**config.mk**
```make
export PLATFORM = sky130hd
export DESIGN_NAME = two_finger_gesture_extractor_unit
export DESIGN_NICKNAME = d
export VERILOG_FILES = /design/src/design/tfg_pkg.sv /design/src/design/tfg_ctrl.sv /design/src/design/tfg_dp.sv /design/src/design/two_finger_gesture_extractor_unit.sv
export VERILOG_INCLUDE_DIRS = /design/src /design/src/design
export SDC_FILE = /design/constraint.sdc
export NUM_CORES = 2
export LEC_CHECK = 0
export BUFFER_PORTS_ARGS = -buffer_cell sky130_fd_sc_hd__clkbuf_2
export CORE_ASPECT_RATIO = 0.7
export CORE_MARGIN = 3
export CORE_UTILIZATION = 35
export DETAILED_ROUTE_END_ITERATION = 16
export GPL_ROUTABILITY_DRIVEN = 0
export PLACE_DENSITY = 0.48
export SYNTH_ARGS = -nofsm -noshare
export SYNTH_HDL_FRONTEND = slang
export SYNTH_SLANG_ARGS = --single-unit
```
**constraint.sdc**
```tcl
create_clock -name clock -period 27.4 [get_ports clock]
set_input_delay 5.48 -clock clock [delete_from_list [all_inputs] [get_ports clock]]
set_output_delay 5.48 -clock clock [all_outputs]
set_load 0.02 [all_outputs]
```
**src/design/two_finger_gesture_extractor_unit_assert.svh**
```systemverilog
// Assertion macros shared by the gesture extractor modules.
`ifndef TWO_FINGER_GESTURE_EXTRACTOR_UNIT_ASSERT_SVH
`define TWO_FINGER_GESTURE_EXTRACTOR_UNIT_ASSERT_SVH

// Same-cycle implication, sampled on clock, off during reset.
`define TFG_ASSERT_NOW(lbl, ante, cons, msg) \
   lbl: assert property (@(posedge clock) disable iff (reset) (ante) |-> (cons)) \
      else $error(msg);

// Next-cycle implication.
`define TFG_ASSERT_NEXT(lbl, ante, cons, msg) \
   lbl: assert property (@(posedge clock) disable iff (reset) (ante) |=> (cons)) \
      else $error(msg);

`endif

```
**src/design/tfg_pkg.sv**
```systemverilog
`default_nettype none
package tfg_pkg;

   localparam int CORDIC_STEPS_DEFAULT = 16;
   localparam int ROOT_STEPS = 18;          // result bits of the square root
   localparam int DIV_BITS   = 26;          // quotient bits of the scale divide
   // step counter covers the divide, the longest loop (CORDIC_STEPS is at most 24)
   localparam int STEP_W     = $clog2(DIV_BITS);
   localparam logic signed [23:0] PI_Q20 = 24'sd3294199;

   typedef enum logic [3:0] {
      ST_IDLE, ST_LOAD, ST_SQ_X, ST_SQ_Y, ST_ROOT, ST_RSQ, ST_RND,
      ST_ANG_INIT, ST_ANG_STEP, ST_DIV_INIT, ST_DIV_STEP, ST_DONE
   } tfg_state_type;

   typedef struct packed {
      logic              capture;
      logic              load;
      logic              sq_x;
      logic              sq_y;
      logic              root;
      logic              rsq;
      logic              rnd;
      logic              ang_init;
      logic              ang_step;
      logic              div_init;
      logic              div_step;
      logic              commit;
      logic              sel_old;
      logic [STEP_W-1:0] step;
   } tfg_cmd_type;

   typedef struct packed {
      logic touch;
      logic cond;
      logic out_free;
   } tfg_sts_type;

   function automatic logic [19:0] atan_q20(input logic [4:0] i);
      logic [19:0] v;
      case (i)
         5'd0:  v = 20'd823550;
         5'd1:  v = 20'd486170;
         5'd2:  v = 20'd256879;
         5'd3:  v = 20'd130396;
         5'd4:  v = 20'd65451;
         5'd5:  v = 20'd32757;
         5'd6:  v = 20'd16383;
         5'd7:  v = 20'd8192;
         5'd8:  v = 20'd4096;
         5'd9:  v = 20'd2048;
         5'd10: v = 20'd1024;
         5'd11: v = 20'd512;
         5'd12: v = 20'd256;
         5'd13: v = 20'd128;
         5'd14: v = 20'd64;
         5'd15: v = 20'd32;
         5'd16: v = 20'd16;
         5'd17: v = 20'd8;
         5'd18: v = 20'd4;
         5'd19: v = 20'd2;
         5'd20: v = 20'd1;
         default: v = 20'd0;
      endcase
      return v;
   endfunction

endpackage
`default_nettype wire

```
**src/design/tfg_ctrl.sv**
```systemverilog
`default_nettype none
module tfg_ctrl #(
   parameter int CORDIC_STEPS = tfg_pkg::CORDIC_STEPS_DEFAULT
) (
   input  wire logic                clock,
   input  wire logic                reset,
   input  wire logic                req_valid,
   output logic                     req_stall,
   input  wire tfg_pkg::tfg_sts_type sts,
   output tfg_pkg::tfg_cmd_type     cmd
);
   import tfg_pkg::*;

   tfg_state_type     state_ff, state_in;
   logic              sel_ff, sel_in;
   logic [STEP_W-1:0] step_ff, step_in;
   logic              last_root, last_ang, last_div;

   assign last_root = (step_ff == STEP_W'(ROOT_STEPS - 1));
   assign last_ang  = (step_ff == STEP_W'(CORDIC_STEPS - 1));
   assign last_div  = (step_ff == STEP_W'(DIV_BITS - 1));

   always_ff @(posedge clock) begin
      if (reset) begin
         state_ff <= ST_IDLE;
         sel_ff   <= 1'b0;
         step_ff  <= '0;
      end else begin
         state_ff <= state_in;
         sel_ff   <= sel_in;
         step_ff  <= step_in;
      end
   end

   always_comb begin
      state_in = state_ff;
      sel_in   = sel_ff;
      step_in  = '0;
      case (state_ff)
         ST_IDLE:     if (req_valid) state_in = ST_LOAD;
         ST_LOAD: begin
            sel_in = 1'b0;
            if (sts.touch && sts.cond) state_in = ST_SQ_X;
            else state_in = ST_DONE;
         end
         ST_SQ_X:     state_in = ST_SQ_Y;
         ST_SQ_Y:     state_in = ST_ROOT;
         ST_ROOT: begin
            step_in = step_ff + 1'b1;
            if (last_root) begin
               step_in  = '0;
               state_in = ST_RSQ;
            end
         end
         ST_RSQ:      state_in = ST_RND;
         ST_RND: begin
            if (sel_ff) state_in = ST_ANG_INIT;
            else begin
               sel_in   = 1'b1;
               state_in = ST_SQ_X;
            end
         end
         ST_ANG_INIT: state_in = ST_ANG_STEP;
         ST_ANG_STEP: begin
            step_in = step_ff + 1'b1;
            if (last_ang) begin
               step_in  = '0;
               state_in = ST_DIV_INIT;
            end
         end
         ST_DIV_INIT: state_in = ST_DIV_STEP;
         ST_DIV_STEP: begin
            step_in = step_ff + 1'b1;
            if (last_div) begin
               step_in  = '0;
               state_in = ST_DONE;
            end
         end
         ST_DONE:     if (sts.out_free) state_in = ST_IDLE;
         default:     state_in = ST_IDLE;
      endcase
   end

   always_comb begin
      cmd         = '0;
      cmd.sel_old = sel_ff;
      cmd.step    = step_ff;
      req_stall   = 1'b1;
      case (state_ff)
         ST_IDLE: begin
            // hold off the sender while reset is applied
            req_stall   = reset;
            cmd.capture = req_valid && !reset;
         end
         ST_LOAD:     cmd.load     = 1'b1;
         ST_SQ_X:     cmd.sq_x     = 1'b1;
         ST_SQ_Y:     cmd.sq_y     = 1'b1;
         ST_ROOT:     cmd.root     = 1'b1;
         ST_RSQ:      cmd.rsq      = 1'b1;
         ST_RND:      cmd.rnd      = 1'b1;
         ST_ANG_INIT: cmd.ang_init = 1'b1;
         ST_ANG_STEP: cmd.ang_step = 1'b1;
         ST_DIV_INIT: cmd.div_init = 1'b1;
         ST_DIV_STEP: cmd.div_step = 1'b1;
         ST_DONE:     cmd.commit   = sts.out_free;
         default:     cmd.commit   = 1'b0;
      endcase
   end

`include "two_finger_gesture_extractor_unit_assert.svh"
   `TFG_ASSERT_NEXT(a_done_hold, state_ff == ST_DONE && !sts.out_free, state_ff == ST_DONE, "result dropped while output busy")
   `TFG_ASSERT_NEXT(a_skip_measure, state_ff == ST_LOAD && !sts.touch, state_ff == ST_DONE, "non-touch event entered measurement")
   `TFG_ASSERT_NOW(a_commit_free, cmd.commit, sts.out_free, "commit while output register full")

endmodule
`default_nettype wire

```
**src/design/tfg_dp.sv**
```systemverilog
`default_nettype none
module tfg_dp (
   input  wire logic                clock,
   input  wire logic                reset,
   input  wire tfg_pkg::tfg_cmd_type cmd,
   output tfg_pkg::tfg_sts_type     sts,
   input  wire logic                req_is_touch,
   input  wire logic                req_begin_req,
   input  wire logic [3:0]          req_point_count,
   input  wire logic [7:0]          req_id_a,
   input  wire logic                req_ended_a,
   input  wire logic signed [15:0]  req_x_a,
   input  wire logic signed [15:0]  req_y_a,
   input  wire logic [7:0]          req_id_b,
   input  wire logic                req_ended_b,
   input  wire logic signed [15:0]  req_x_b,
   input  wire logic signed [15:0]  req_y_b,
   output logic                     rsp_valid,
   input  wire logic                rsp_stall,
   output logic                     rsp_gesture_valid,
   output logic signed [16:0]       rsp_pan_x,
   output logic signed [16:0]       rsp_pan_y,
   output logic [16:0]              rsp_new_distance,
   output logic [16:0]              rsp_old_distance,
   output logic signed [17:0]       rsp_pinch_pixels,
   output logic signed [15:0]       rsp_mid_x,
   output logic signed [15:0]       rsp_mid_y,
   output logic [15:0]              rsp_scale,
   output logic signed [15:0]       rsp_twist
);
   import tfg_pkg::*;

   // captured event
   logic              touch_ff, begin_ff, ea_ff, eb_ff;
   logic [3:0]        cnt_ff;
   logic [7:0]        ida_ff, idb_ff;
   logic signed [15:0] xa_ff, ya_ff, xb_ff, yb_ff;
   // previous pair
   logic              pp_ff, pea_ff, peb_ff;
   logic [7:0]        pida_ff, pidb_ff;
   logic signed [15:0] pxa_ff, pya_ff, pxb_ff, pyb_ff;
   // work registers
   logic              cond_ff;
   logic signed [16:0] nvx_ff, nvy_ff, ovx_ff, ovy_ff, panx_ff, pany_ff;
   logic signed [15:0] midx_ff, midy_ff;
   logic [33:0]       s_ff;
   logic [17:0]       root_ff;
   logic [35:0]       rr_ff;
   logic [16:0]       nd_ff, od_ff;
   logic signed [29:0] cx_ff [2];
   logic signed [29:0] cy_ff [2];
   logic signed [23:0] cz_ff [2];
   logic              zf_ff [2];
   logic [DIV_BITS-1:0] num_ff;
   logic [17:0]       rem_ff;
   // held result
   logic              rv_ff, hv_ff;
   logic signed [16:0] hpx_ff, hpy_ff;
   logic [16:0]       hnd_ff, hod_ff;
   logic signed [17:0] hpinch_ff;
   logic signed [15:0] hmx_ff, hmy_ff, htw_ff;
   logic [15:0]       hsc_ff;

   logic              cond;
   logic signed [16:0] vx, vy, vsq;
   logic signed [33:0] sq;
   logic [17:0]       tcand, root_inc;
   logic [35:0]       tt, rdiff;
   logic signed [16:0] evx [2];
   logic signed [16:0] evy [2];
   logic signed [17:0] dxa, dxb, dya, dyb;
   logic [17:0]       remsh;
   logic              ge;
   logic signed [24:0] zdiff, zrnd;
   logic signed [16:0] tw17;
   logic [15:0]       tw_sat, sc_sat;
   logic signed [23:0] zn, zo;
   logic [4:0]        aidx;

   assign cond = (cnt_ff >= 4'd2) && !begin_ff && pp_ff && (pida_ff == ida_ff) &&
                 (pidb_ff == idb_ff) && !ea_ff && !eb_ff && !pea_ff && !peb_ff;

   assign sts.touch    = touch_ff;
   assign sts.cond     = cond;
   assign sts.out_free = !rv_ff || !rsp_stall;

   assign dxa = 18'(xa_ff) - 18'(pxa_ff);
   assign dxb = 18'(xb_ff) - 18'(pxb_ff);
   assign dya = 18'(ya_ff) - 18'(pya_ff);
   assign dyb = 18'(yb_ff) - 18'(pyb_ff);

   assign vx  = cmd.sel_old ? ovx_ff : nvx_ff;
   assign vy  = cmd.sel_old ? ovy_ff : nvy_ff;
   assign vsq = cmd.sq_y ? vy : vx;
   assign sq  = vsq * vsq;

   assign tcand    = root_ff | (18'd1 << (5'(ROOT_STEPS - 1) - 5'(cmd.step)));
   assign tt       = tcand * tcand;
   assign rdiff    = {2'b00, s_ff} - rr_ff;
   assign root_inc = (rdiff > {18'd0, root_ff}) ? root_ff + 18'd1 : root_ff;

   assign evx[0] = nvx_ff;
   assign evy[0] = nvy_ff;
   assign evx[1] = ovx_ff;
   assign evy[1] = ovy_ff;
   assign aidx   = 5'(cmd.step);

   assign remsh = {rem_ff[16:0], num_ff[DIV_BITS-1]};
   assign ge    = remsh >= {1'b0, od_ff};

   assign zn     = zf_ff[0] ? 24'sd0 : cz_ff[0];
   assign zo     = zf_ff[1] ? 24'sd0 : cz_ff[1];
   assign zdiff  = 25'(zn) - 25'(zo);
   assign zrnd   = zdiff + 25'sd128;
   assign tw17   = zrnd[24:8];
   assign tw_sat = (tw17[16] != tw17[15]) ? (tw17[16] ? 16'h8000 : 16'h7FFF) : tw17[15:0];
   assign sc_sat = (od_ff == 17'd0) ? 16'd256 :
                   ((|num_ff[DIV_BITS-1:16]) ? 16'hFFFF : num_ff[15:0]);

   always_ff @(posedge clock) begin
      if (cmd.capture) begin
         touch_ff <= req_is_touch;
         begin_ff <= req_begin_req;
         cnt_ff   <= req_point_count;
         ida_ff   <= req_id_a;
         ea_ff    <= req_ended_a;
         xa_ff    <= req_x_a;
         ya_ff    <= req_y_a;
         idb_ff   <= req_id_b;
         eb_ff    <= req_ended_b;
         xb_ff    <= req_x_b;
         yb_ff    <= req_y_b;
      end
      if (cmd.load) begin
         cond_ff <= cond;
         nvx_ff  <= 17'(xb_ff) - 17'(xa_ff);
         nvy_ff  <= 17'(yb_ff) - 17'(ya_ff);
         ovx_ff  <= 17'(pxb_ff) - 17'(pxa_ff);
         ovy_ff  <= 17'(pyb_ff) - 17'(pya_ff);
         panx_ff <= 17'((dxa + dxb) >>> 1);
         pany_ff <= 17'((dya + dyb) >>> 1);
         midx_ff <= 16'((17'(xa_ff) + 17'(xb_ff)) >>> 1);
         midy_ff <= 16'((17'(ya_ff) + 17'(yb_ff)) >>> 1);
      end
      if (cmd.sq_x) begin
         s_ff    <= 34'(sq);
         root_ff <= '0;
      end
      if (cmd.sq_y) s_ff <= s_ff + 34'(sq);
      if (cmd.root && (tt <= {2'b00, s_ff})) root_ff <= tcand;
      if (cmd.rsq) rr_ff <= root_ff * root_ff;
      if (cmd.rnd) begin
         if (cmd.sel_old) od_ff <= root_inc[16:0];
         else nd_ff <= root_inc[16:0];
      end
      for (int e = 0; e < 2; e++) begin
         if (cmd.ang_init) begin
            // fold the left half plane onto the right starting from zero; right-half vectors start from +-pi
            zf_ff[e] <= (evx[e] == 17'sd0) && (evy[e] == 17'sd0);
            if (evx[e] > 17'sd0) begin
               cx_ff[e] <= {{5{evx[e][16]}}, evx[e], 8'd0};
               cy_ff[e] <= {{5{evy[e][16]}}, evy[e], 8'd0};
               cz_ff[e] <= (evy[e] <= 17'sd0) ? PI_Q20 : -PI_Q20;
            end else begin
               cx_ff[e] <= -{{5{evx[e][16]}}, evx[e], 8'd0};
               cy_ff[e] <= -{{5{evy[e][16]}}, evy[e], 8'd0};
               cz_ff[e] <= '0;
            end
         end
         if (cmd.ang_step) begin
            if (!cy_ff[e][29]) begin
               cx_ff[e] <= cx_ff[e] + (cy_ff[e] >>> cmd.step);
               cy_ff[e] <= cy_ff[e] - (cx_ff[e] >>> cmd.step);
               cz_ff[e] <= cz_ff[e] + 24'(atan_q20(aidx));
            end else begin
               cx_ff[e] <= cx_ff[e] - (cy_ff[e] >>> cmd.step);
               cy_ff[e] <= cy_ff[e] + (cx_ff[e] >>> cmd.step);
               cz_ff[e] <= cz_ff[e] - 24'(atan_q20(aidx));
            end
         end
      end
      if (cmd.div_init) begin
         num_ff <= {1'b0, nd_ff, 8'd0} + DIV_BITS'(od_ff[16:1]);
         rem_ff <= '0;
      end
      if (cmd.div_step) begin
         rem_ff <= ge ? remsh - {1'b0, od_ff} : remsh;
         num_ff <= {num_ff[DIV_BITS-2:0], ge};
      end
   end

   // previous pair, held result and output valid
   always_ff @(posedge clock) begin
      if (reset) begin
         pp_ff     <= 1'b0;
         pida_ff   <= '0;
         pidb_ff   <= '0;
         pea_ff    <= 1'b0;
         peb_ff    <= 1'b0;
         pxa_ff    <= '0;
         pya_ff    <= '0;
         pxb_ff    <= '0;
         pyb_ff    <= '0;
         rv_ff     <= 1'b0;
         hv_ff     <= 1'b0;
         hpx_ff    <= '0;
         hpy_ff    <= '0;
         hnd_ff    <= '0;
         hod_ff    <= '0;
         hpinch_ff <= '0;
         hmx_ff    <= '0;
         hmy_ff    <= '0;
         hsc_ff    <= '0;
         htw_ff    <= '0;
      end else begin
         if (cmd.load && touch_ff) begin
            pp_ff   <= (cnt_ff >= 4'd2);
            pida_ff <= ida_ff;
            pidb_ff <= idb_ff;
            pea_ff  <= ea_ff;
            peb_ff  <= eb_ff;
            pxa_ff  <= xa_ff;
            pya_ff  <= ya_ff;
            pxb_ff  <= xb_ff;
            pyb_ff  <= yb_ff;
         end
         if (rv_ff && !rsp_stall) rv_ff <= 1'b0;
         if (cmd.commit) begin
            rv_ff <= 1'b1;
            // a non-touch event replays the held result as it stands
            if (touch_ff) begin
               hv_ff     <= cond_ff;
               hpx_ff    <= cond_ff ? panx_ff : '0;
               hpy_ff    <= cond_ff ? pany_ff : '0;
               hnd_ff    <= cond_ff ? nd_ff : '0;
               hod_ff    <= cond_ff ? od_ff : '0;
               hpinch_ff <= cond_ff ? ({1'b0, nd_ff} - {1'b0, od_ff}) : '0;
               hmx_ff    <= cond_ff ? midx_ff : '0;
               hmy_ff    <= cond_ff ? midy_ff : '0;
               hsc_ff    <= cond_ff ? sc_sat : '0;
               htw_ff    <= cond_ff ? tw_sat : '0;
            end
         end
      end
   end

   assign rsp_valid         = rv_ff;
   assign rsp_gesture_valid = hv_ff;
   assign rsp_pan_x         = hpx_ff;
   assign rsp_pan_y         = hpy_ff;
   assign rsp_new_distance  = hnd_ff;
   assign rsp_old_distance  = hod_ff;
   assign rsp_pinch_pixels  = hpinch_ff;
   assign rsp_mid_x         = hmx_ff;
   assign rsp_mid_y         = hmy_ff;
   assign rsp_scale         = hsc_ff;
   assign rsp_twist         = htw_ff;

`include "two_finger_gesture_extractor_unit_assert.svh"
   `TFG_ASSERT_NEXT(a_commit_shows, cmd.commit, rv_ff, "committed result not presented")
   `TFG_ASSERT_NOW(a_invalid_zero, !hv_ff, hsc_ff == 16'd0 && hnd_ff == 17'd0 && htw_ff == 16'sd0, "invalid result carries data")
   `TFG_ASSERT_NEXT(a_valid_held, cmd.commit && touch_ff && cond_ff, hv_ff, "measured gesture not flagged valid")

endmodule
`default_nettype wire

```
**src/design/two_finger_gesture_extractor_unit.sv**
```systemverilog
// Two-finger pan / pinch / rotate extractor.
// Input channel req_*: one event per transfer (req_valid, req_stall). Output
// channel rsp_*: one result per event (rsp_valid, rsp_stall).
// The block works on one event at a time; req_stall is low only while idle.
// A non-touch event, or a touch event that cannot be measured, goes from
// LOAD straight to DONE. A measured event runs two square roots (SQ_X, SQ_Y,
// the ROOT steps, RSQ and RND each), CORDIC_STEPS angle iterations for both
// vectors in parallel, and a 26-step restoring divide for the scale. In both
// cases rsp_valid rises once the result is written to the output register,
// and the next event is taken the cycle after that result is written. The
// sequencer steps the bit-per-cycle root and divide.
// A finished result sits in the output register while the receiver stalls;
// the next event can be worked on meanwhile, but its result waits until the
// output register is taken.
// Reset (synchronous) forgets the previous finger pair and clears the held
// result to all zeros; a non-touch event replays the held result.
`default_nettype none
module two_finger_gesture_extractor_unit #(
   parameter int CORDIC_STEPS = tfg_pkg::CORDIC_STEPS_DEFAULT
) (
   input  wire logic               clock,
   input  wire logic               reset,
   input  wire logic               req_valid,
   output logic                    req_stall,
   input  wire logic               req_is_touch,
   input  wire logic               req_begin_req,
   input  wire logic [3:0]         req_point_count,
   input  wire logic [7:0]         req_id_a,
   input  wire logic               req_ended_a,
   input  wire logic signed [15:0] req_x_a,
   input  wire logic signed [15:0] req_y_a,
   input  wire logic [7:0]         req_id_b,
   input  wire logic               req_ended_b,
   input  wire logic signed [15:0] req_x_b,
   input  wire logic signed [15:0] req_y_b,
   output logic                    rsp_valid,
   input  wire logic               rsp_stall,
   output logic                    rsp_gesture_valid,
   output logic signed [16:0]      rsp_pan_x,
   output logic signed [16:0]      rsp_pan_y,
   output logic [16:0]             rsp_new_distance,
   output logic [16:0]             rsp_old_distance,
   output logic signed [17:0]      rsp_pinch_pixels,
   output logic signed [15:0]      rsp_mid_x,
   output logic signed [15:0]      rsp_mid_y,
   output logic [15:0]             rsp_scale,
   output logic signed [15:0]      rsp_twist
);
   import tfg_pkg::*;

   tfg_cmd_type cmd;
   tfg_sts_type sts;

   tfg_ctrl #(.CORDIC_STEPS(CORDIC_STEPS)) u_ctrl (
      .clock     (clock),
      .reset     (reset),
      .req_valid (req_valid),
      .req_stall (req_stall),
      .sts       (sts),
      .cmd       (cmd)
   );

   tfg_dp u_dp (
      .clock             (clock),
      .reset             (reset),
      .cmd               (cmd),
      .sts               (sts),
      .req_is_touch      (req_is_touch),
      .req_begin_req     (req_begin_req),
      .req_point_count   (req_point_count),
      .req_id_a          (req_id_a),
      .req_ended_a       (req_ended_a),
      .req_x_a           (req_x_a),
      .req_y_a           (req_y_a),
      .req_id_b          (req_id_b),
      .req_ended_b       (req_ended_b),
      .req_x_b           (req_x_b),
      .req_y_b           (req_y_b),
      .rsp_valid         (rsp_valid),
      .rsp_stall         (rsp_stall),
      .rsp_gesture_valid (rsp_gesture_valid),
      .rsp_pan_x         (rsp_pan_x),
      .rsp_pan_y         (rsp_pan_y),
      .rsp_new_distance  (rsp_new_distance),
      .rsp_old_distance  (rsp_old_distance),
      .rsp_pinch_pixels  (rsp_pinch_pixels),
      .rsp_mid_x         (rsp_mid_x),
      .rsp_mid_y         (rsp_mid_y),
      .rsp_scale         (rsp_scale),
      .rsp_twist         (rsp_twist)
   );

endmodule
`default_nettype wire

```
Yosys cells after proc, flatten, opt, wreduce, memory -nomap -nowiden
Memories as Yosys holds them, arrays and structs flattened. A register that Yosys moved wholly into a read port is not among the register bits.
Cells that the tools add are included.
- bits in registers: 633
- bits in writable memories: 170
- memory bits (read-only): 2560
- output and inout bits: 153
- memories kept: 8
- memories (memory ; words ; bits a word ; read ports ; clocked after memory_dff ; wr ports ; line ; RTL):
    (name not given) ; 32 ; 20 ; 1 ; 1 ; 0 ; tfg_pkg.sv:41 ; case (i)
    (name not given) ; 32 ; 20 ; 1 ; 1 ; 0 ; tfg_pkg.sv:41 ;
    (name not given) ; 32 ; 20 ; 1 ; 1 ; 0 ; tfg_pkg.sv:41 ;
    (name not given) ; 32 ; 20 ; 1 ; 1 ; 0 ; tfg_pkg.sv:41 ;
    u_dp.cx_ff ; 2 ; 30 ; 2 ; 0 ; 2 ; tfg_dp.sv:50 ; logic signed [29:0] cx_ff [2];
    u_dp.cy_ff ; 2 ; 30 ; 2 ; 0 ; 2 ; tfg_dp.sv:51 ; logic signed [29:0] cy_ff [2];
    +2 memories ; n/a ; n/a ; n/a ; n/a ; n/a ; n/a ;
- $add $sub $neg: 38
- multipliers: 3
- magnitude comparators: 8
- equality and inequality tests: 22
- shift operators: 5
- multiplexer cells: 114
- bitwise logic cells: 20
- reduce and logical (&&, ||, !) cells: 40
- operators by type and width (cell ; count):
    30-bit 2-to-1 mux ; 12
    24-bit 2-to-1 mux ; 10
    17-bit 2-to-1 mux ; 11
    20-bit 2-to-1 mux ; 8
    16-bit by 16-bit subtractor with 17-bit output ; 8
    16-bit 2-to-1 mux ; 8
    30-bit adder ; 4
    30-bit negator ; 4
    30-bit by 5-bit >>> shifter with 30-bit output ; 4
    30-bit subtractor ; 4
    17-bit logical NOT ; 5
    18-bit by 18-bit multiplier with 36-bit output ; 2
    34-bit 2-to-1 mux ; 2
    18-bit 2-to-1 mux ; 3
    26-bit 2-to-1 mux ; 2
    24-bit by 20-bit adder with 24-bit output ; 2
    4-bit one-hot mux with 12 select lines ; 1
    24-bit by 20-bit subtractor with 24-bit output ; 2
    1-bit 2-to-1 mux ; 41
    18-bit adder ; 2
    36-bit by 18-bit greater-than comparator with 1-bit output ; 1
    36-bit by 34-bit <= comparator with 1-bit output ; 1
    34-bit by 36-bit subtractor with 36-bit output ; 1
    5-bit 2-to-1 mux ; 7
    41 further kinds ; 105

Depth between registers and ports, before layout
- word-level depth: 12
- mapped depth: 49

By module
Synthesis repeated with hierarchy kept, for this count alone.
- cell total of the unflattened synthesis: 10980
- area, all modules: 95067.4 um^2
- by module, submodules not included (module ; instances ; cells each ; area an instance (um^2) ; seq. area each (um^2)):
    tfg_dp ; 1 ; 10888 ; 94318.0 ; 21400.5
    tfg_ctrl ; 1 ; 92 ; 749.5 ; 200.2

Least setup slack after synthesis
No wires, ideal clock.
- path kind: flip-flop to flip-flop
- from: register u_ctrl.state_ff[2]
- to: register u_dp.pida_ff[0]
- arrival time: 12471 ps
- slack: 14796 ps
- stages on the path, launching flop included: 8
- clock period less this slack: 12604 ps
- cells stage by stage: dfxtp_1 > clkbuf_1 > clkbuf_1 > nor3_1 > nand2_1 > clkbuf_1 > nand2_1 > a21oi_1
- cells in the longest elaborated chain, start to end: 3
- ends and longest elaborated chain (what ; line ; RTL):
    start: declaration ; tfg_ctrl.sv:14 ; tfg_state_type state_ff, state_in;
    start signal: assignment ; tfg_ctrl.sv:29 ; state_ff <= state_in;
    4-bit by 1-bit equality test with 1-bit output ; tfg_ctrl.sv:89 ; case (state_ff)
    1-bit 2-to-1 mux ; tfg_ctrl.sv:89 ;
    1-bit logical AND ; tfg_dp.sv:216 ; if (cmd.load && touch_ff) begin
    end signal: assignment ; tfg_dp.sv:218 ; pida_ff <= ida_ff;
    end: declaration ; tfg_dp.sv:40 ; logic [7:0] pida_ff, pidb_ff;
No other way between the ends.
A chain may end at the register's enable or synchronous reset.

Worst setup path in the final report
- from: register u_ctrl.step_ff[2]
- to: register u_dp.root_ff[9] (enable)
- cells in the longest elaborated chain, start to end: 7
- ends and longest elaborated chain (what ; line ; RTL):
    start: declaration ; tfg_ctrl.sv:16 ; logic [STEP_W-1:0] step_ff, step_in;
    start signal: assignment ; tfg_ctrl.sv:31 ; step_ff <= step_in;
    5-bit subtractor ; tfg_dp.sv:97 ; assign tcand = root_ff | (18'd1 << (5'(ROOT_STEPS - 1) - 5'(cmd.step)));
    1-bit by 5-bit << shifter with 18-bit output ; tfg_dp.sv:97 ;
    18-bit bitwise OR ; tfg_dp.sv:97 ;
    18-bit by 18-bit multiplier with 36-bit output ; tfg_dp.sv:98 ; assign tt = tcand * tcand;
    36-bit by 34-bit <= comparator with 1-bit output ; tfg_dp.sv:150 ; if (cmd.root && (tt <= {2'b00, s_ff})) root_ff <= tcand;
    1-bit logical AND ; tfg_dp.sv:150 ;
    2-bit nonzero test (no source line) ; n/a ;
    end signal: assignment ; tfg_dp.sv:150 ;
    end: declaration ; tfg_dp.sv:47 ; logic [17:0] root_ff;
No other way between the ends.

==> results.py <==
metrics = {
    "critical_path": {
        "crit_path_end_kind": "flop",
        "crit_path_frequent_cell": "inv_1",
        "ff2ff_setup_slack_ps": 12770,
        "required_ps": 27730,
        "critPathKind": "flop to flop",
        "ff2ff_path_depth": 41,
        "critPathMaxFanout": 56,
        "crit_path_max_incr_delay_ps": 890,
        "r2r-start": "u_ctrl.step_ff[2]",
        "startpoint_type": "flop",
        "cp_slowest_cell": "clkinv_2",
        "cp_data_arrival_time_ps": 14960,
        "r2r-end": "u_dp.root_ff[9]",
    },
    "final_layout": {
        "final.fill_count": 27905,
        "fin_area_um2": 105000,
        "syn_to_final_growth_pct": 8.81,
        "drive_above_1_share_pct": 6.11,
        "finalNetCount": 13295,
    },
    "logic_synthesis": {
        "synth_seq_cells": 821,
        "ys.flop_type": "edfxtp_1",
        "syn_inst": 11414,
        "synth_top_area_share_pct": 17.3,
        "synth_common_cells": "1656 x inv_1, 1346 x nand2_1, 1050 x ha_1, 999 x nor2_1, 917 x a21oi_1",
        "synth_edf_count": 556,
        "ys_seq_area_share_pct": 22.9,
        "yosysMostFrequentCell": "inv_1",
        "async_flop_share_pct": 0,
        "synth_area_per_cell_um2": 8.43,
        "synth_area_um2": 96300,
        "synthTopCellsByArea": "edfxtp_1 17%, fa_1 15%, ha_1 14%, inv_1 6.5%, dfxtp_1 5.5%",
        "ys.warnings.count": 0,
        "synth_nets": 13292,
        "synth_top_area_cell": "edfxtp_1",
        "ys_types": 94,
    },
    "min_path": {
        "min_path_type": "flop to flop",
        "hold_path_end": "u_dp.rsp_twist[2]",
        "min_from": "u_dp.rsp_twist[2]",
        "min_path_cells": 2,
    },
    "route": {
        "vias": 80527,
        "drc": 0,
        "drt_pass1_iterations": 6,
        "drtIter0Drc": 6950,
        "finalWirelength_um": 317000,
        "final_antenna_net_count": 0,
        "vias_per_cell": 5.31,
        "routedWlPerCell_um": 21.0,
    },
    "cts": {
        "h-tree-depth": 3,
        "cts_resized": 0,
        "holdBufCountCts": 0,
        "cts_buffer_depth": 3,
        "cts_buffers": 95,
        "ctsRootBufferMaster": "clkbuf_16",
        "postCtsSetupBuffers": 0,
        "cts_tree": "built",
        "cts_sinks": 821,
        "clk_latency_ps": 740,
        "clkSlewWorstSetupHoldPaths_ps": 70,
    },
    "floorplanning": {
        "die_width_um": 633,
        "initial_core_util_pct": 35.3,
        "die_area_um2": 281000,
        "ios": 245,
        "coreArea_um2": 273000,
        "num_rows": 160,
        "fp.dieH_um": 445,
    },
    "sta": {
        "max_freq_mhz": 68.3,
        "hold_viol_final": 0,
        "tns_ps": 0,
        "maxSlewHeadroom_pct": 19.2,
        "final.min_clock_period_ps": 14630,
        "finClkSkew_ps": 37.5,
        "setup_viol": 0,
        "finalCritPeriodShare_pct": 53.4,
        "rsz0062_at_grt": "no",
        "maxSlewViolCount": 0,
        "worstMarginPinSlew_ps": 1210,
    },
    "global_routing": {
        "grtUsageTotal_pct": 22.2,
        "antenna_found_initial": 12,
        "grt_pass1_vias": 78449,
        "grt_pass1_wl_um": 485000,
        "grt_max_degree": 128,
        "grt_overflow": 0,
    },
    "run": {
        "max_cap_violations": 0,
    },
    "place": {
        "place_area_um2": 101000,
        "portBuffers": 243,
        "dp_hpwl_um": 252000,
    },
    "outcome": {
        "status": "completed",
    },
}
## placed cells by master, fill, tap and decap left out, drive strengths merged, types with 31 or more instances in the layout
cell type  instances
a211oi           100
o21bai           101
or2               35
nand2           1346
a21boi            52
or3               65
and2              31
nor4              35
inv             1675
xor2             157
ha              1050
clkinv            49
o31ai             47
clkbuf           374
o21a             128
o21ai            601
buf              108
o211ai            48
dfxtp            265
a21oi            917
nor2             999
nand4             54
nor3             190
mux2              32
fa               736
a21o             152
o22ai             31
edfxtp           556
nand2b            88
mux4              67
and3              62
xnor2            410
nor2b            128
mux2i            116
nand3            242
a31oi             74
## metrics by stage
stage               util (%)  hold slack, ps  instances  setup slack [ps]
finish                  38.4             452      15151             12770
global route            38.4             465      15150             12050
global placement        37.2             437      14965             13240
CTS                     38.4             455      15145             13020
detailed placement      37.2             445      14965             13140
floorplan                  -             431      11414             14800
## final cells by class
class / count / area [um^2] / area share, %
Timing Repair Buffer: 351 / 2070 / 1.98
Multi-Input combinational cell: 8462 / 66300 / 63.3
Clock inverter: 49 / 577 / 0.551
Sequential cell: 821 / 22000 / 21.0
Inverter: 1686 / 6330 / 6.04
Tap cell: 3645 / 4560 / 4.35
Antenna cell: 6 / 15.0 / 0.0143
Clock buffer: 131 / 2830 / 2.70
## registers in the layout (all words and copies together) (netlist names), 18 cells and up, named ones only
name	flops
u_dp.cx_ff	60
u_dp.cy_ff	60
u_dp.cz_ff	48
u_dp.num_ff	26
u_dp.root_ff	18
u_dp.rr_ff	35
u_dp.rsp_pinch_pixels	18
u_dp.s_ff	34
## metal layers
metal	vias up	GRT usage, %	share of wire, %
met4	6	4.59	2.0
li1	38495	-	-
met1	39328	34.0	50
met3	335	3.36	6.5
met2	2363	32.6	42
met5	-	0	0.026
## worst max-delay path: cells and delay by family, from the launching register on
family / cells / cell delay [ps]
fa+ha+maj: 8 / 3620
simple gates: 12 / 3530
compound gates: 10 / 3050
buf+inv: 9 / 2440
flops: 1 / 770
xor+xnor: 2 / 750
## logic make-up (layout without fill, tap and decap cells)
logic type | Yosys count | after routing | synth area share (%)
adder cells (fa/ha/maj) | 1786 | 1786 | 29.0
flip-flops | 821 | 821 | 22.9
multiplexers | 215 | 215 | 3.15
XOR/XNOR | 567 | 567 | 5.16
other | 0 | 6 | 0
AO/OA/AOI/OAI | 2550 | 2550 | 16.3
buffers and inverters | 2131 | 2217 | 8.34
AND/OR/NAND/NOR | 3344 | 3344 | 15.2
## worst max path at each step
stage                            start  cells past startpoint                to
floorplan           u_ctrl.state_ff[2]                      7   u_dp.pida_ff[0]
global placement     u_ctrl.step_ff[2]                     44  u_dp.root_ff[10]
detailed placement   u_ctrl.step_ff[2]                     44  u_dp.root_ff[10]
CTS                  u_ctrl.step_ff[2]                     41  u_dp.root_ff[14]
global route         u_ctrl.step_ff[2]                     44  u_dp.root_ff[14]
finish               u_ctrl.step_ff[2]                     41   u_dp.root_ff[9]
Power is not shown: default switching activity piles up to over one toggle a cycle in this logic, so the estimate is an artifact.
